File: config.mk
export PLATFORM = sky130hd
export DESIGN_NAME = shared_exclusive_lock_queue
export DESIGN_NICKNAME = d
export VERILOG_FILES = /design/src/rtl/core/selq_pkg.sv /design/src/rtl/core/selq_waitq.sv /design/src/rtl/core/shared_exclusive_lock_queue.sv
export VERILOG_INCLUDE_DIRS = /design/src /design/src/rtl/core
export SDC_FILE = /design/constraint.sdc
export NUM_CORES = 1
export LEC_CHECK = 0
export BUFFER_PORTS_ARGS = -buffer_cell sky130_fd_sc_hd__buf_4
export CORE_ASPECT_RATIO = 1.4
export CORE_MARGIN = 2
export CORE_UTILIZATION = 56
export CTS_BUF_LIST = sky130_fd_sc_hd__clkbuf_16
export CTS_CLUSTER_SIZE = 20
export DETAILED_ROUTE_END_ITERATION = 16
export PLACE_DENSITY = 0.73
export SETUP_SLACK_MARGIN = 0.1
export SLEW_MARGIN = 20
export SYNTH_ARGS = -nofsm -noshare
export SYNTH_HDL_FRONTEND = slang
export SYNTH_HIERARCHICAL = 1
export SYNTH_SLANG_ARGS = --single-unit
File: constraint.sdc
create_clock -name clock -period 11.5 [get_ports clock]
set_clock_uncertainty 0.05 [all_clocks]
set_input_delay 2.3 -clock clock [delete_from_list [all_inputs] [get_ports clock]]
set_output_delay 2.3 -clock clock [all_outputs]
set_load 0.1 [all_outputs]
File: src/rtl/core/shared_exclusive_lock_queue_assert.svh
// Assertion macros for the shared/exclusive lock queue.
// Included at the end of the top level; expects clock and reset in scope.
`ifndef SHARED_EXCLUSIVE_LOCK_QUEUE_ASSERT_SVH
`define SHARED_EXCLUSIVE_LOCK_QUEUE_ASSERT_SVH

// same-cycle implication
`define SELQ_ASSERT_IMPL(label, ante, cons) \
   label: assert property (@(posedge clock) disable iff (reset) (ante) |-> (cons)) \
      else $error("selq assertion failed");

// next-cycle implication
`define SELQ_ASSERT_NEXT(label, ante, cons) \
   label: assert property (@(posedge clock) disable iff (reset) (ante) |=> (cons)) \
      else $error("selq assertion failed");

`endif

File: src/rtl/core/selq_pkg.sv
// Package for the shared/exclusive lock queue: sizes, codes, transaction
// structs, sequencer states and grant-decision helpers. No dependencies.
package selq_pkg;

   localparam int QUEUE_DEPTH  = 16;
   localparam int HOLDER_DEPTH = 16;
   localparam int TAG_W        = 6;
   localparam int OWNER_W      = 8;
   localparam int KIND_W       = 2;
   localparam int EV_W         = 3;
   localparam int CNT_W        = 5;

   localparam int QIDX_W = $clog2(QUEUE_DEPTH);
   localparam int QCNT_W = $clog2(QUEUE_DEPTH + 1);
   localparam int HIDX_W = $clog2(HOLDER_DEPTH);
   localparam int HCNT_W = $clog2(HOLDER_DEPTH + 1);

   localparam logic [KIND_W-1:0] KIND_LOCK    = 2'd0;
   localparam logic [KIND_W-1:0] KIND_RELEASE = 2'd1;
   localparam logic [KIND_W-1:0] KIND_CANCEL  = 2'd2;
   localparam logic [KIND_W-1:0] KIND_UNUSED  = 2'd3;

   localparam logic [EV_W-1:0] EV_QUEUED       = 3'd0;
   localparam logic [EV_W-1:0] EV_BUSY         = 3'd1;
   localparam logic [EV_W-1:0] EV_FULL         = 3'd2;
   localparam logic [EV_W-1:0] EV_RELEASED     = 3'd3;
   localparam logic [EV_W-1:0] EV_REL_UNKNOWN  = 3'd4;
   localparam logic [EV_W-1:0] EV_CANCELLED    = 3'd5;
   localparam logic [EV_W-1:0] EV_CANCEL_STALE = 3'd6;
   localparam logic [EV_W-1:0] EV_GRANTED      = 3'd7;

   typedef enum logic [1:0] {
      LK_UNLOCKED = 2'd0,
      LK_SHARED   = 2'd1,
      LK_EXCL     = 2'd2
   } lock_state_type;

   typedef enum logic [2:0] {
      ST_IDLE,
      ST_REQ,
      ST_HSRCH,
      ST_HREL,
      ST_WSRCH,
      ST_WCAN,
      ST_MISS,
      ST_GRANT
   } state_type;

   typedef struct packed {
      logic [KIND_W-1:0]  kind;
      logic [TAG_W-1:0]   tag;
      logic [OWNER_W-1:0] owner;
      logic               mode;
      logic               try_only;
   } req_type;

   typedef struct packed {
      logic [EV_W-1:0]    event_res;
      logic [TAG_W-1:0]   tag_res;
      logic [OWNER_W-1:0] owner_res;
      logic               granted_mode;
      logic [CNT_W-1:0]   held_count;
      logic [CNT_W-1:0]   pending_count;
      logic               last;
   } rsp_type;

   typedef struct packed {
      logic [TAG_W-1:0]   tag;
      logic [OWNER_W-1:0] owner;
      logic               mode;
   } wait_entry_type;

   typedef struct packed {
      logic              append;
      logic              remove;
      logic [QIDX_W-1:0] rm_idx;
      logic [QIDX_W-1:0] rd_idx;
   } wq_ctl_type;

   function automatic logic can_acquire(input logic [HCNT_W-1:0] hc,
                                        input lock_state_type lk,
                                        input logic md);
      return (hc == '0) || (lk == LK_UNLOCKED) || (!md && (lk == LK_SHARED));
   endfunction

   function automatic logic grant_next(input logic waiting,
                                       input logic [HCNT_W-1:0] hc,
                                       input lock_state_type lk,
                                       input logic head_md);
      return waiting && (hc < HCNT_W'(HOLDER_DEPTH)) && can_acquire(hc, lk, head_md);
   endfunction

endpackage

File: src/rtl/core/selq_waitq.sv
// Wait queue of the lock: FIFO of pending requests with append at the tail,
// removal at any index by compaction, and one indexed read. Uses selq_pkg.
module selq_waitq (
   input  logic                     clock,
   input  logic                     reset,
   input  selq_pkg::wq_ctl_type     ctl,
   input  selq_pkg::wait_entry_type wr_entry,
   output selq_pkg::wait_entry_type head,
   output selq_pkg::wait_entry_type second,
   output selq_pkg::wait_entry_type rd_entry,
   output logic [selq_pkg::QCNT_W-1:0] count
);
   import selq_pkg::*;

   wait_entry_type    entry_ff [QUEUE_DEPTH];
   logic [QCNT_W-1:0] count_ff;
   logic [QCNT_W-1:0] count_in;

   always_comb begin
      count_in = count_ff;
      if (ctl.append) begin
         count_in = count_ff + QCNT_W'(1);
      end else if (ctl.remove) begin
         count_in = count_ff - QCNT_W'(1);
      end
   end

   always_ff @(posedge clock) begin
      if (reset) begin
         count_ff <= '0;
      end else begin
         count_ff <= count_in;
      end
   end

   always_ff @(posedge clock) begin
      if (ctl.append) begin
         entry_ff[count_ff[QIDX_W-1:0]] <= wr_entry;
      end
      if (ctl.remove) begin
         for (int k = 0; k < QUEUE_DEPTH - 1; k++) begin
            if (QIDX_W'(k) >= ctl.rm_idx) begin
               entry_ff[k] <= entry_ff[k+1];
            end
         end
      end
   end

   assign head     = entry_ff[0];
   assign second   = entry_ff[1];
   assign rd_entry = entry_ff[ctl.rd_idx];
   assign count    = count_ff;

endmodule

File: src/rtl/core/shared_exclusive_lock_queue.sv
// Flow: an accepted lock request is registered and gives its first result once the
// output register is free; a release or cancel walks the holder or wait store one
// entry a cycle and then gives its first result. Grants follow one a cycle while the
// output is not stalled. The next item is taken once the last result sits in the
// output register.
// Reset: synchronous; clears counts, lock state, sequencer and output valid, not the stores.
module shared_exclusive_lock_queue (
   input  logic              clock,
   input  logic              reset,
   input  logic              req_valid,
   output logic              req_stall,
   input  selq_pkg::req_type req_data,
   output logic              rsp_valid,
   input  logic              rsp_stall,
   output selq_pkg::rsp_type rsp_data
);
   import selq_pkg::*;

   state_type         state_ff, state_in;
   req_type           item_ff;
   logic [TAG_W-1:0]  holder_ff [HOLDER_DEPTH];
   logic [HCNT_W-1:0] hcount_ff;
   logic [HIDX_W-1:0] hidx_ff, hidx_in;
   logic [QIDX_W-1:0] qidx_ff, qidx_in;
   lock_state_type    lock_ff, lock_in;
   logic              rsp_valid_ff;
   rsp_type           rsp_data_ff;

   wq_ctl_type        wq_ctl;
   wait_entry_type    wq_wr, q_head, q_second, q_rd;
   logic [QCNT_W-1:0] q_count;

   logic              req_take;
   logic              out_free;
   logic              emit;
   rsp_type           rsp_new;
   logic              hold_push, hold_pop;

   logic              req_busy, req_full, req_more, req_head_mode;
   logic              rel_more, grant_more;
   lock_state_type    lock_after_rel;
   logic              h_in_range, h_hit, h_end;
   logic              q_in_range, q_hit, q_end;

   selq_waitq u_waitq (
      .clock    (clock),
      .reset    (reset),
      .ctl      (wq_ctl),
      .wr_entry (wq_wr),
      .head     (q_head),
      .second   (q_second),
      .rd_entry (q_rd),
      .count    (q_count)
   );

   assign req_take = req_valid && !req_stall;
   assign out_free = !rsp_valid_ff || !rsp_stall;

   assign req_busy      = item_ff.try_only && !can_acquire(hcount_ff, lock_ff, item_ff.mode);
   assign req_full      = q_count == QCNT_W'(QUEUE_DEPTH);
   assign req_head_mode = (q_count == '0) ? item_ff.mode : q_head.mode;
   assign req_more      = grant_next(1'b1, hcount_ff, lock_ff, req_head_mode);

   assign lock_after_rel = (hcount_ff == HCNT_W'(1)) ? LK_UNLOCKED : lock_ff;
   assign rel_more = grant_next(q_count != '0, hcount_ff - HCNT_W'(1), lock_after_rel,
                                q_head.mode);

   // another grant follows only inside a run of shared heads
   assign grant_more = (q_count > QCNT_W'(1)) && (hcount_ff < HCNT_W'(HOLDER_DEPTH - 1))
                       && !q_head.mode && !q_second.mode;

   assign h_in_range = HCNT_W'(hidx_ff) < hcount_ff;
   assign h_hit      = h_in_range && (holder_ff[hidx_ff] == item_ff.tag);
   assign h_end      = hidx_ff == HIDX_W'(HOLDER_DEPTH - 1);
   assign q_in_range = QCNT_W'(qidx_ff) < q_count;
   assign q_hit      = q_in_range && (q_rd.tag == item_ff.tag);
   assign q_end      = qidx_ff == QIDX_W'(QUEUE_DEPTH - 1);

   always_comb begin
      state_in = state_ff;
      unique case (state_ff)
         ST_IDLE: begin
            if (req_valid) begin
               unique case (req_data.kind)
                  KIND_LOCK:    state_in = ST_REQ;
                  KIND_RELEASE: state_in = ST_HSRCH;
                  KIND_CANCEL:  state_in = ST_WSRCH;
                  default:      state_in = ST_IDLE;
               endcase
            end
         end
         ST_REQ: begin
            if (out_free) begin
               state_in = (req_busy || req_full || !req_more) ? ST_IDLE : ST_GRANT;
            end
         end
         ST_HSRCH: begin
            if (h_hit) begin
               state_in = ST_HREL;
            end else if (!h_in_range || h_end) begin
               state_in = ST_MISS;
            end
         end
         ST_HREL: begin
            if (out_free) begin
               state_in = rel_more ? ST_GRANT : ST_IDLE;
            end
         end
         ST_WSRCH: begin
            if (q_hit) begin
               state_in = ST_WCAN;
            end else if (!q_in_range || q_end) begin
               state_in = ST_MISS;
            end
         end
         ST_WCAN, ST_MISS: begin
            if (out_free) begin
               state_in = ST_IDLE;
            end
         end
         ST_GRANT: begin
            if (out_free && !grant_more) begin
               state_in = ST_IDLE;
            end
         end
         default: state_in = ST_IDLE;
      endcase
   end

   always_comb begin
      req_stall             = state_ff != ST_IDLE;
      emit                  = 1'b0;
      rsp_new               = '0;
      rsp_new.tag_res       = item_ff.tag;
      rsp_new.held_count    = CNT_W'(hcount_ff);
      rsp_new.pending_count = CNT_W'(q_count);
      wq_ctl                = '0;
      wq_ctl.rd_idx         = qidx_ff;
      wq_wr.tag             = item_ff.tag;
      wq_wr.owner           = item_ff.owner;
      wq_wr.mode            = item_ff.mode;
      hold_push             = 1'b0;
      hold_pop              = 1'b0;
      lock_in               = lock_ff;
      hidx_in               = hidx_ff;
      qidx_in               = qidx_ff;
      unique case (state_ff)
         ST_IDLE: begin
            hidx_in = '0;
            qidx_in = '0;
         end
         ST_REQ: begin
            rsp_new.owner_res    = item_ff.owner;
            rsp_new.granted_mode = item_ff.mode;
            rsp_new.last         = 1'b1;
            if (out_free) begin
               emit = 1'b1;
               if (req_busy) begin
                  rsp_new.event_res = EV_BUSY;
               end else if (req_full) begin
                  rsp_new.event_res = EV_FULL;
               end else begin
                  rsp_new.event_res     = EV_QUEUED;
                  rsp_new.pending_count = CNT_W'(q_count + QCNT_W'(1));
                  rsp_new.last          = !req_more;
                  wq_ctl.append         = 1'b1;
               end
            end
         end
         ST_HSRCH: begin
            if (!h_hit) begin
               hidx_in = hidx_ff + HIDX_W'(1);
            end
         end
         ST_HREL: begin
            rsp_new.event_res    = EV_RELEASED;
            rsp_new.granted_mode = lock_ff == LK_EXCL;
            rsp_new.held_count   = CNT_W'(hcount_ff - HCNT_W'(1));
            rsp_new.last         = !rel_more;
            if (out_free) begin
               emit     = 1'b1;
               hold_pop = 1'b1;
               lock_in  = lock_after_rel;
            end
         end
         ST_WSRCH: begin
            if (!q_hit) begin
               qidx_in = qidx_ff + QIDX_W'(1);
            end
         end
         ST_WCAN: begin
            rsp_new.event_res     = EV_CANCELLED;
            rsp_new.owner_res     = q_rd.owner;
            rsp_new.granted_mode  = q_rd.mode;
            rsp_new.pending_count = CNT_W'(q_count - QCNT_W'(1));
            rsp_new.last          = 1'b1;
            if (out_free) begin
               emit          = 1'b1;
               wq_ctl.remove = 1'b1;
               wq_ctl.rm_idx = qidx_ff;
            end
         end
         ST_MISS: begin
            rsp_new.event_res = (item_ff.kind == KIND_RELEASE) ? EV_REL_UNKNOWN
                                                               : EV_CANCEL_STALE;
            rsp_new.last      = 1'b1;
            emit              = out_free;
         end
         ST_GRANT: begin
            rsp_new.event_res     = EV_GRANTED;
            rsp_new.tag_res       = q_head.tag;
            rsp_new.owner_res     = q_head.owner;
            rsp_new.granted_mode  = q_head.mode;
            rsp_new.held_count    = CNT_W'(hcount_ff + HCNT_W'(1));
            rsp_new.pending_count = CNT_W'(q_count - QCNT_W'(1));
            rsp_new.last          = !grant_more;
            if (out_free) begin
               emit          = 1'b1;
               hold_push     = 1'b1;
               wq_ctl.remove = 1'b1;
               wq_ctl.rm_idx = '0;
               lock_in       = q_head.mode ? LK_EXCL : LK_SHARED;
            end
         end
         default: begin
            emit = 1'b0;
         end
      endcase
   end

   always_ff @(posedge clock) begin
      if (reset) begin
         state_ff     <= ST_IDLE;
         hcount_ff    <= '0;
         lock_ff      <= LK_UNLOCKED;
         rsp_valid_ff <= 1'b0;
      end else begin
         state_ff <= state_in;
         lock_ff  <= lock_in;
         if (hold_push) begin
            hcount_ff <= hcount_ff + HCNT_W'(1);
         end else if (hold_pop) begin
            hcount_ff <= hcount_ff - HCNT_W'(1);
         end
         if (emit) begin
            rsp_valid_ff <= 1'b1;
         end else if (!rsp_stall) begin
            rsp_valid_ff <= 1'b0;
         end
      end
   end

   always_ff @(posedge clock) begin
      hidx_ff <= hidx_in;
      qidx_ff <= qidx_in;
      if (req_take) begin
         item_ff <= req_data;
      end
      if (emit) begin
         rsp_data_ff <= rsp_new;
      end
      if (hold_push) begin
         holder_ff[hcount_ff[HIDX_W-1:0]] <= q_head.tag;
      end
      if (hold_pop) begin
         for (int k = 0; k < HOLDER_DEPTH - 1; k++) begin
            if (HIDX_W'(k) >= hidx_ff) begin
               holder_ff[k] <= holder_ff[k+1];
            end
         end
      end
   end

   assign rsp_valid = rsp_valid_ff;
   assign rsp_data  = rsp_data_ff;

`include "shared_exclusive_lock_queue_assert.svh"

   `SELQ_ASSERT_IMPL(a_hcount_bound, 1'b1, hcount_ff <= HCNT_W'(HOLDER_DEPTH))
   `SELQ_ASSERT_IMPL(a_unlocked_iff_empty, 1'b1, (hcount_ff == '0) == (lock_ff == LK_UNLOCKED))
   `SELQ_ASSERT_NEXT(a_busy_after_take, req_take && (req_data.kind != KIND_UNUSED), req_stall)

endmodule
# Word level (Yosys, flattened, before mapping)
# Memories as Yosys holds them, arrays and structs flattened. A register that Yosys moved wholly into a read port is not among the register bits.
# Cells that the tools add are included.
# classes
n_reduce_logical,60
n_mux,156
add_sub_neg,6
n_eq_ne,30
magnitude_cmp,36
# op_table
cell,n
$mux W1,106
$ge A4 B4 Y1 const A,14
$mux W3,13
$ge A3 B4 Y1 const A,8
$mux W5,6
$mux W6,5
$pmux W5 S2,3
$mux W4,6
$pmux W8 S3,1
$pmux W3 S7,1
$ge A1 B4 Y1 const A,4
$ge A2 B4 Y1 const A,4
$pmux W4 S2,2
$logic_not A5 Y1,3
$mux W15,1
$pmux W3 S5,1
$reduce_or A15 Y1,1
$logic_and A1 B1 Y1,14
$ne A2 B2 Y1 const B,7
$logic_not A1 Y1,13
$eq A3 B3 Y1 const B,4
$eq A6 B6 Y1,2
$mux W2,6
$add A5 B1 Y5 const B,2
31 further kinds,61
# totals
in_bits,22
word_cells,309
memories,2
ramBits,336
register_bits,71
output_inout_bits,31
# memory_table
memory,depth,word_bits,read_ports,rd_clocked_by_memory_dff,wr,line_no,rtl
u_waitq.entry_ff,16,15,17,1,15,selq_waitq.sv:15,wait_entry_type entry_ff [QUEUE_DEPTH];
holder_ff,16,6,16,1,15,shared_exclusive_lock_queue.sv:21,logic [TAG_W-1:0] holder_ff [HOLDER_DEPTH];

# Longest topological paths before layout
# Gate-level depths: netlist of run 1.
# logic_depth
ltp_word,11
mapped_depth,13
mapped_depth_nobuf,13

# By module
# Netlist of run 1, hierarchy kept.
# by_module_without_submodules
module,cells_each,n_inst,area_each_um2,seq_area_each_um2
selq_waitq,719,1,12415.7,7307.0
shared_exclusive_lock_queue,681,1,8944.8,4834.6

# Worst setup path before layout of run 1
# Ideal clock, no wire load.
# synth_path
path_kind,input to register
from,input rsp_stall
to,memory u_waitq/entry_ff[5][0] (netlist bit) (enable)
path_slack_ns,6.084
cell_stages,9
n_path_buf,1
setup_ns,0.408
arrival_ns,4.958
required_time_ns,11.042
path_cell_list,and2_1 clkbuf_1 nor2_1 nand2_1 nor2_1 inv_1 nor3b_1 nand2_1 o21ai_0
# synth_rtl
item,line_no,rtl
start: declaration,shared_exclusive_lock_queue.sv:14,"input logic rsp_stall,"
end: declaration,selq_waitq.sv:15,

==> results of run 1 <==
-- report_power, final --
group	total [mW]	switching (mW)	internal [mW]
logic	1.56	0.873	0.684
clock network	1.35	0.561	0.788
registers	2.04	0.172	1.86
-- sequential cells by signal, indices dropped and copies added (netlist names), named ones only --
name              cells
rsp_valid             1
holder_ff            96
rsp_data             29
u_waitq/count         5
state_ff              3
qidx_ff               4
item_ff              18
u_waitq/entry_ff    240
hidx_ff               4
hcount_ff             5
lock_ff               2
-- metal layers --
metal  track usage (%)  vias up  wire [um]
met5                 0        -          0
met4              11.0        0       2100
met3              3.01      103       2130
met2              44.8      367      26100
met1              30.2     6333      18800
li1                  -     5598          -
-- area by class of cell --
cell class	count	area, um^2
clock inverter	32	272
inverter	21	78.8
clock buffer	43	1080
fill	2786	14200
sequential	411	12100
tap	473	592
multi-input combinational	878	8670
timing repair buffer	81	608
-- placed cells by master, fill, tap and decap left out, drive strengths merged, types with 22 or more instances in the layout --
cell / count
a21oi: 23
a22oi: 32
buf: 81
clkbuf: 43
edfxtp: 391
ha: 22
inv: 28
mux2: 323
mux2i: 34
mux4: 81
nand2: 83
nor2: 47
o21ai: 41
-- worst register-to-register path, stage by stage (launching register included) --
cell	delay [ps]
dfxtp_1	390
inv_1	230
ha_1	390
or4b_2	640
and3b_1	230
nor2_1	210
nand2_1	140
nor2_1	390
inv_1	260
nor3b_1	500
a32o_1	810
-- cell families after synthesis --
logic type | count (synthesis) | synth area share (%)
AOI/OAI and AO/OA | 160 | 5.07
xor gates and xnor gates | 29 | 1.22
adders and majority gates | 23 | 1.38
buffers and inverters | 111 | 2.64
DFF | 411 | 56.8
muxes | 438 | 27.5
and+or+nand+nor | 228 | 5.38
-- worst max-delay path by stage --
stage | to | slack, ps | cells past startpoint
floorplan | u_waitq/entry_ff[5][0] | 6080 | 9
global placement | u_waitq/entry_ff[2][11] | 5330 | 7
detailed placement | u_waitq/entry_ff[2][12] | 5540 | 7
CTS | u_waitq/entry_ff[2][5] | 6140 | 7
global route | u_waitq/entry_ff[2][5] | 5830 | 7
finish | u_waitq/entry_ff[2][5] | 6150 | 7
-- per-stage QoR --
stage          util, %  power, mW  cells  instance area [um^2]
5_1_grt           62.3       5.15   1939                 23400
3_5_place_dp      58.7       3.62   1864                 22100
3_3_place_gp      58.7       3.58   1864                 22100
4_1_cts           62.3       4.97   1939                 23400
2_1_floorplan        -       3.23   1400                 21400
6_report          62.3       4.94   1939                 23400
==> run metrics, run 1 <==
clock tree from TritonCTS=done; VDD IR max=about 0.14 mV; layout cells sized above 1=about two fifths; share of the synthesized area in the top cell type=55.0%; R2R Path End=u_waitq/entry_ff[6][8]; Max Fclk=approximately 190 MHz; total core area=approximately 38,000 um^2; Post-DRT Antenna Nets=0; post-synth net total=1,445; WS Path Type=primary input to flop; GRT overflow=0; Post-synth EDFFs=between 300 and 400; DR iter-0 viols=between 1,000 and 1,500; Die W=169 um; RSZ-0062 raised after global routing=no; CP required=approximately 12,000 ps; WHS Path Cells=1; Ports=53; R2R Path Start=hcount_ff[1]; Ys Warns=6; GPL Wtd Cong=0.852; Syn Inst Count=roughly 1,400; drt first pass iters=5; Post-Syn Area=21,400 um^2; Max-Cap Viols=0; Die Span Y=about 240 um; htree depth=2; most frequent cells after synthesis=edfxtp_1, mux2_2, nand2_1; final number of max-transition violations=0; critical path data arrival time=around 5500 ps; WHS Endpoint=u_waitq/entry_ff[4][6]; number of global-route vias before repair=12,716; clk root buf=clkbuf_16; worst setup path startpoint=rsp_stall; Worst Hold Launch=u_waitq/entry_ff[5][6]; max-slew headroom at the worst pin=roughly 25%; sequential share of the synthesized area=56.8%; min-delay worst type=flop to flop; worst-path fanout max=23; Worst-Margin Slew=approximately 1100 ps; crit path cell chain=buf_4 -> and2_1 -> nor2_1 -> nor2b_4 -> and2b_1 -> nand2_4 -> o21ai_2; Final HPWL DP=between 30 and 40 mm; clock sink count=411; clock-pin transition on the worst setup and hold timing paths=about 60 ps; min Tclk post-route=~5400 ps; Final setup viols=0; R2R Setup Slk=slightly below 7000 ps; post-synth top area cell=edfxtp_1; Pwr per Cell Area=about 210 nW/um^2; Buf+Inv Stages, Crit Path=1; count leader, synth=edfxtp_1; CTS Buf Count=a little over 40; post-CTS sizing=0; Avg Cell Area, Syn=between 15 and 20 um^2; Synth async-reset ratio=0%; Post-CTS Setup Inserts=0; Vias/cell=6.40; Lkg Pwr=7.95 nW; Layout Nets=around 1,500; All-Layer GR Usage=between 20% and 30%; Post-CTS Hold Buffers=0; largest net degree at the start of global routing=42; I/O Buffers=52; n_diodes=0; Initial Utilization=56.8%; WL final=a little under 50 mm; family with the most delay on the worst path=simple AND/OR/NAND/NOR gates; crit path max-delay cell type=nor2b_4; ys flop type=edfxtp_1; Fin Hold WS=between 400 and 500 ps; Post-route DRC=0; post-layout worst setup margin=slightly above 6000 ps; wire per inst=roughly 25 um; final worst-path cycle share=between 40% and 50%; Post-Place Worst Slack=5540 ps; CP max stage delay=about 740 ps; global-route wire length before repair=75.5 mm; Syn-to-layout area delta=9.75%; setup_tns=0 ps; initial antenna violation count=0; Reg2Reg Depth=10; post-synth cell types=70; worst-case clock buffer depth=3; Vias=between 10,000 and 15,000; row count=84; Area contributors post-synth=edfxtp_1, mux2_2, mux4_2, dfxtp_1, mux2i_1; final hold vios=0; #FFs+latches synth=411; Startpoint Class=primary input; status=complete, no violations; Worst-Skew Late Latency=around 550 ps; Setup crit end kind=flop; DIE AREA=39,700 um^2
No activity file was read; power rests on OpenSTA's default activity.
==> inputs of run 2 (changes only) <==
Settings changed: ABC_AREA set to 1, PLACE_DENSITY 0.73 to 0.75.
Clock period 11.5 ns to 4.5 ns, I/O delays scaled along.
==> run 2 against run 1 <==
Net effect:
- non-clock buffer count rose by 26
- critical path depth rose by 10
- sequential cell count did not move
- count of clock-buffer cells in the layout rose by 2
- sequential power rose to 2.7 times the previous value
- synthesized cell count rose by 92%
- worst hold slack got worse by 36 ps
- sequential share of layout area fell by 2.7 points
==> run metrics, run 2 <==
Lkg Pwr=10.9 nW (was 7.95 nW); Ports=53 (unchanged); Die Span Y=241 um (was 235 um); most common cell after layout, fill and taps aside=nand2_1 (was edfxtp_1); xor/xnor share of the synthesized area=0.624% (was 1.22%); Biggest register=u_waitq/entry_ff (unchanged); CP max stage delay=560 ps (was 740 ps); post-synth cell types=52 (was 70); largest family of logic cells by synthesized area=simple AND/OR/NAND/NOR gates (was multiplexers); Buf+Inv Stages, Crit Path=3 (was 1); initial antenna violation count=1 (was 0); DIE AREA=41,700 um^2 (was 39,700 um^2); CP required=4900 ps (was 11,630 ps); #FFs+latches synth=411 (unchanged); CTS Buf Count=42 (was 41); family with the most delay on the worst path=simple AND/OR/NAND/NOR gates (unchanged); Comb pwr share=39.5% (was 31.5%); Post-CTS Hold Buffers=0 (unchanged); Post-CTS Setup Inserts=0 (unchanged); min-delay worst type=flop to flop (unchanged); RSZ-0062 raised after global routing=no (unchanged); final worst-path cycle share=80.3%; post-CTS sizing=0 (unchanged); simple logic cell fraction of the synthesized area=22.6% (was 5.38%); Post-Syn Area=22,500 um^2 (was 21,400 um^2); Final HPWL DP=48.9 mm (was 34.5 mm); min Tclk post-route=around 3600 ps; number of global-route vias before repair=17,803 (was 12,716); WL final=69.4 mm (was 49.2 mm); Syn-to-layout area delta=10.2% (was 9.75%); wire per inst=21.4 um (was 25.4 um); Post-route DRC=0 (unchanged); Ys Warns=6 (unchanged); total core area=39,500 um^2 (was 37,600 um^2); sequential share of the synthesized area=54.1% (was 56.8%); setup_tns=0 ps (unchanged); post-synth top area cell=edfxtp_1 (unchanged); GPL Wtd Cong=1.04 (was 0.852); mux contribution to synthesized area=0.462% (was 27.5%); VDD IR max=0.568 mV (was 0.138 mV); layout cells sized above 1=8.88% (was 38.3%); share of the synthesized area in the top cell type=52.3% (was 55.0%); drt first pass iters=6 (was 5); Syn Inst Count=2,689 (was 1,400); Synth async-reset ratio=0% (unchanged); status=complete, no violations (unchanged); Switching Power=6.47 mW (was 1.61 mW); worst-path fanout max=60 (was 23); met2 usage=57.5% (was 44.8%); ys flop type=edfxtp_1 (unchanged); number of flip-flops in the largest register=240 (unchanged); Vias/cell=5.80 (was 6.40); worst-case clock buffer depth=3 (unchanged); Initial Utilization=56.9% (was 56.8%); Compound-Gate Fraction of Synth Area=10.6% (was 5.07%); M1 GR Usage=37.5% (was 30.2%); Levels on crit path=17 (was 7); max-slew headroom at the worst pin=24.1% (was 25.1%); Vias=18,827 (was 12,401); Worst-Margin Slew=1130 ps (was 1120 ps); DR iter-0 viols=2,396 (was 1,056); Worst-Skew Late Latency=560 ps (was 550 ps); crit path cell chain=clkinv_2 -> buf_12 -> nand2_1 -> nand3_1 -> nand3_1 -> nand3_1 -> nand2_1 -> xnor2_1 -> nand3b_1 -> nor3_1 -> nand4_1 -> nand2_1 -> o211ai_1 -> inv_1 -> nand2_2 -> nor2_1 -> nor2_1 (was buf_4 -> and2_1 -> nor2_1 -> nor2b_4 -> and2b_1 -> nand2_4 -> o21ai_2); Avg Cell Area, Syn=8.35 um^2 (was 15.3 um^2); Setup crit end kind=flop (unchanged); Area contributors post-synth=edfxtp_1, nand2_1, nand3_1, inv_1, o21ai_0 (was edfxtp_1, mux2_2, mux4_2, dfxtp_1, mux2i_1); I/O Buffers=52 (unchanged); Final setup viols=0 (unchanged); crit path max-delay cell type=clkinv_2 (was nor2b_4); clock-pin transition on the worst setup and hold timing paths=70 ps (was 60 ps); critical path data arrival time=4010 ps (was 5480 ps); clock sink count=411 (unchanged); count leader, synth=nand2_1 (was edfxtp_1); met3 Use GR=4.69% (was 3.01%); Post-DRT Antenna Nets=0 (unchanged); Layout Nets=2,729 (was 1,479); Critical Path End=state_ff[2] (was u_waitq/entry_ff[2][5]); placed insts=3,168 (was 1,864); clock group share of total power=24.3% (was 27.3%); largest net degree at the start of global routing=125 (was 42); sequential power share=36.2% (was 41.2%); Post-Synth Adder-Cell Area=1.31% (was 1.38%); post-synth net total=2,734 (was 1,445); global-route wire length before repair=104 mm (was 75.5 mm); Reg2Reg Depth=17 (was 10); clk root buf=clkbuf_16 (unchanged); R2R Path Start=qidx_ff[0] (was hcount_ff[1]); GRT overflow=0 (unchanged); R2R Setup Slk=890 ps (was 6850 ps); final hold vios=0 (unchanged); clock tree from TritonCTS=done (unchanged); fillers=3,422 (was 2,786); Sw Share=42.0% (was 32.5%); most frequent cells in the layout=nand2_1, inv_1, edfxtp_1 (was edfxtp_1, mux2_2, buf_4); Non-Filler Instances=3,244 (was 1,939); most frequent cells after synthesis=nand2_1, inv_1, edfxtp_1 (was edfxtp_1, mux2_2, nand2_1); Max Fclk=~280 MHz; R2R Path End=state_ff[2] (was u_waitq/entry_ff[6][8]); Cell Int Power=8.93 mW (was 3.34 mW); GRT busiest layer=met2 (unchanged); Die W=173 um (was 169 um); Max-Cap Viols=0 (unchanged); Startpoint Class=flop (was primary input); Post-synth EDFFs=391 (unchanged); row count=86 (was 84); Pwr per Cell Area=622 nW/um^2 (was 211 nW/um^2); worst setup path startpoint=qidx_ff[0] (was rsp_stall); WS Path Type=flop to flop (was primary input to flop); final number of max-transition violations=0 (unchanged); htree depth=2 (unchanged); All-Layer GR Usage=33.1% (was 25.0%); Total Power=15.4 mW (was 4.94 mW)
## run 2: final cells by class
| type | instances | area, um^2 | share of cell area, % |
|---|---|---|---|
| diodes | 1 | 2.50 | 0.0101 |
| repair buffers | 107 | 828 | 3.35 |
| well taps | 528 | 661 | 2.67 |
| multi-input cells | 1697 | 8050 | 32.5 |
| clock inverters | 30 | 338 | 1.37 |
| flip-flops and latches | 411 | 12100 | 49.1 |
| clock buffers | 45 | 1130 | 4.55 |
| inverters | 425 | 1600 | 6.45 |
## run 2: tightest hold or removal path, delay by kind of cell (launching register included)
kind / cells / cell delay [ps]
simple gates: 1 / 70
compound gates: 1 / 60
flops: 1 / 340
## run 2: cell families (layout without fill, tap and decap cells)
kind of cell,Yosys count,in the layout
AOI/OAI and AO/OA,440,440
xor gates and xnor gates,16,16
adders and majority gates,23,23
buffers and inverters,581,607
DFF,411,411
muxes,9,9
other,0,1
and+or+nand+nor,1209,1209
## run 2: power by group through the flow
stage / Combinational [mW] / Clock, mW / Sequential (mW)
6_report: 6.09 / 3.74 / 5.58
5_1_grt: 6.59 / 3.90 / 5.62
4_1_cts: 5.97 / 3.78 / 5.56
3_5_place_dp: 5.95 / 0 / 5.64
3_3_place_gp: 5.82 / 0 / 5.62
2_1_floorplan: 3.77 / 0 / 5.92
## run 2: layer usage
metal / wire length [um] / part of all wire [%]
met5: 0 / 0
met4: 6030 / 8.7
met3: 5760 / 8.3
met2: 33600 / 48
met1: 24000 / 35
## run 2: stage by stage
| step | instance area (um^2) | setup WS, ps | utilization [%] | hold WS (ps) |
|---|---|---|---|---|
| floorplan | 22500 | 953 | - | 398 |
| finish | 24700 | 885 | 62.7 | 462 |
| global placement | 23300 | 707 | 58.9 | 438 |
| CTS | 24700 | 911 | 62.6 | 450 |
| global route | 24700 | 581 | 62.7 | 455 |
| detailed placement | 23300 | 627 | 58.9 | 446 |
## run 2: worst min-delay path by stage
stage | slack [ps] | depth (start not counted) | endpoint | start
2_1_floorplan | 400 | 0 | holder_ff[15][2] | u_waitq/entry_ff[0][11]
3_3_place_gp | 440 | 2 | lock_ff[0] | lock_ff[0]
3_5_place_dp | 450 | 2 | lock_ff[0] | lock_ff[0]
4_1_cts | 450 | 1 | item_ff[4] | req_data[4]
5_1_grt | 450 | 1 | item_ff[9] | req_data[9]
6_report | 460 | 2 | lock_ff[0] | lock_ff[0]
==> inputs of run 3 (changes only) <==
Settings changed: ABC_AREA 1 to 0, PLACE_DENSITY 0.75 to 0.73.
Clock period 4.5 ns to 3.6 ns, I/O delays scaled along.
==> run 3 against run 2 <==
Net effect:
- clock power up 10%
- core utilization rose by 0.97 points
- setup slack worse by 580 ps
- sequential cell count unchanged
- count of clock-buffer cells in the layout fell by 3
- largest cell class unchanged
- largest power group is now registers
- highest routed layer unchanged
==> run metrics, run 3 (synthesized netlist as in run 1, its figures left out) <==
Die Span Y=235 um (was 241 um); Non-Filler Instances=1,991 (was 3,244); fillers=2,750 (was 3,422); I/O Buffers=52 (unchanged); largest net degree at the start of global routing=42 (was 125); GRT overflow=0 (unchanged); Worst-Margin Slew=1080 ps (was 1130 ps); Ports=53 (unchanged); crit path cell chain=buf_12 -> mux4_2 -> a22oi_1 -> nand2_1 -> xor2_1 -> nor4_1 -> nand3_1 -> a211oi_2 -> o21ai_0 -> a2111o_1 -> o221ai_1 (was clkinv_2 -> buf_12 -> nand2_1 -> nand3_1 -> nand3_1 -> nand3_1 -> nand2_1 -> xnor2_1 -> nand3b_1 -> nor3_1 -> nand4_1 -> nand2_1 -> o211ai_1 -> inv_1 -> nand2_2 -> nor2_1 -> nor2_1); wire per inst=25.3 um (was 21.4 um); clock-pin transition on the worst setup and hold timing paths=60 ps (was 70 ps); Final setup viols=0 (unchanged); CP required=4030 ps (was 4900 ps); n_diodes=0 (was 1); VDD IR max=0.404 mV (was 0.568 mV); total core area=37,600 um^2 (was 39,500 um^2); All-Layer GR Usage=25.5% (was 33.1%); area of the multi-input gates=8730 um^2 (was 8050 um^2); htree depth=2 (unchanged); initial antenna violation count=0 (was 1); number of global-route vias before repair=13,110 (was 17,803); max-slew headroom at the worst pin=27.8% (was 24.1%); WL final=50.4 mm (was 69.4 mm); worst-case clock buffer depth=3 (unchanged); min Tclk post-route=3300 ps (was 3610 ps); R2R Setup Slk=300 ps (was 890 ps); Vias/cell=6.36 (was 5.80); Final HPWL DP=35.8 mm (was 48.9 mm); Post-route DRC=0 (unchanged); Max Fclk=303 MHz (was 277 MHz); worst-path fanout max=31 (was 60); Biggest register=u_waitq/entry_ff (unchanged); Startpoint Class=flop (unchanged); clk root buf=clkbuf_16 (unchanged); crit path max-delay cell type=mux4_2 (was clkinv_2); final core utilization=63.6% (was 62.7%); WS Path Type=flop to flop (unchanged); most frequent cells in the layout=edfxtp_1, mux2_2, buf_4 (was nand2_1, inv_1, edfxtp_1); final number of max-transition violations=0 (unchanged); RSZ-0062 raised after global routing=no (unchanged); Lkg Pwr=8.23 nW (was 10.9 nW); DIE AREA=39,700 um^2 (was 41,700 um^2); Initial Utilization=56.8% (was 56.9%); drt first pass iters=5 (was 6); Post-DRT Antenna Nets=0 (unchanged); clock tree from TritonCTS=done (unchanged); critical path data arrival time=3730 ps (was 4010 ps); Setup crit end kind=flop (unchanged); global-route wire length before repair=77.8 mm (was 104 mm); Register Area=12,100 um^2 (about the same); Finished Cell Area=23,900 um^2 (was 24,700 um^2); Syn-to-layout area delta=12.1% (was 10.2%); CTS Buf Count=40 (was 42); Pwr per Cell Area=662 nW/um^2 (was 622 nW/um^2); number of flip-flops in the largest register=240 (unchanged); Worst-Skew Late Latency=560 ps (about the same); Layout Nets=1,532 (was 2,729); most common cell after layout, fill and taps aside=edfxtp_1 (was nand2_1); final worst-path cycle share=91.7% (was 80.3%); Die W=169 um (was 173 um); Max-Cap Viols=0 (unchanged); placed insts=1,916 (was 3,168); layout cells sized above 1=41.0% (was 8.88%); Vias=12,659 (was 18,827); CP max stage delay=550 ps (was 560 ps); setup_tns=0 ps (unchanged); min-delay worst type=primary input to flop (was flop to flop); status=complete, no violations (unchanged); family with the most delay on the worst path=compound AO/OA/AOI/OAI gates (was simple AND/OR/NAND/NOR gates); GPL Wtd Cong=0.902 (was 1.04); clock sink count=411 (unchanged); DR iter-0 viols=1,071 (was 2,396); row count=84 (was 86); Post-CTS Hold Buffers=0 (unchanged); Buf+Inv Stages, Crit Path=1 (was 3); Placed Area=22,600 um^2 (was 23,300 um^2); final hold vios=0 (unchanged)
==> run 3: layer usage <==
layer  vias up  share of wire (%)  GRT usage (%)  wire length [um]
li1       5689                  -              -                 -
met1      6497                 39           31.0             19600
met2       371                 53           46.1             26800
met3       102                4.1           2.85              2090
met4         0                3.9           10.4              1990
met5         -                  0              0                 0
==> run 3: worst paths after layout <==
kind / cells past startpoint / startpoint / endpoint
worst max register to register: 11 / qidx_ff[1] / state_ff[0]
worst min-delay path: 1 / req_data[0] / item_ff[0]
worst max-delay path: 11 / qidx_ff[1] / state_ff[0]
worst min register to register: 1 / u_waitq/entry_ff[5][4] / u_waitq/entry_ff[4][4]
==> run 3: report_power, final <==
group	internal, mW	total, mW	switching, mW	leakage (nW)
combinational	2.34	5.33	2.99	3.87
clock	2.32	4.12	1.79	0.645
sequential	5.95	6.39	0.438	3.72
==> run 3: final cells by class <==
class,instances,area share (%)
Clock inverter,31,0.925
Inverter,21,0.329
Multi-Input combinational cell,878,36.5
Clock buffer,42,4.39
Tap cell,473,2.47
Timing Repair Buffer,135,4.70
Sequential cell,411,50.7
==> run 3: through the flow <==
stage                     hold WS [ps]  setup WS, ps  total power [mW]
final                              288           300              15.8
after global routing               278           127              16.5
after CTS                          272           107              15.9
after detailed placement           507          84.0              11.8
after global placement             498           135              11.6
after floorplan                    475          -179              10.3
==> run 3: worst register-to-register path: stages, from the launching register on <==
cell      delay (ps)
edfxtp_1         390
buf_12           270
mux4_2           580
a22oi_1          210
nand2_1           90
xor2_1           150
nor4_1           260
nand3_1          280
a211oi_2         320
o21ai_0          130
a2111o_1         430
o221ai_1          70
==> run 3: what timing repair did <==
| item | 4_1_cts | 5_1_grt |
|---|---|---|
| setup endpoints to repair | 24 | 108 |
| setup buffers | 1 | 1 |
| gates resized for setup | 0 | 6 |
| pin swaps | 2 | 1 |
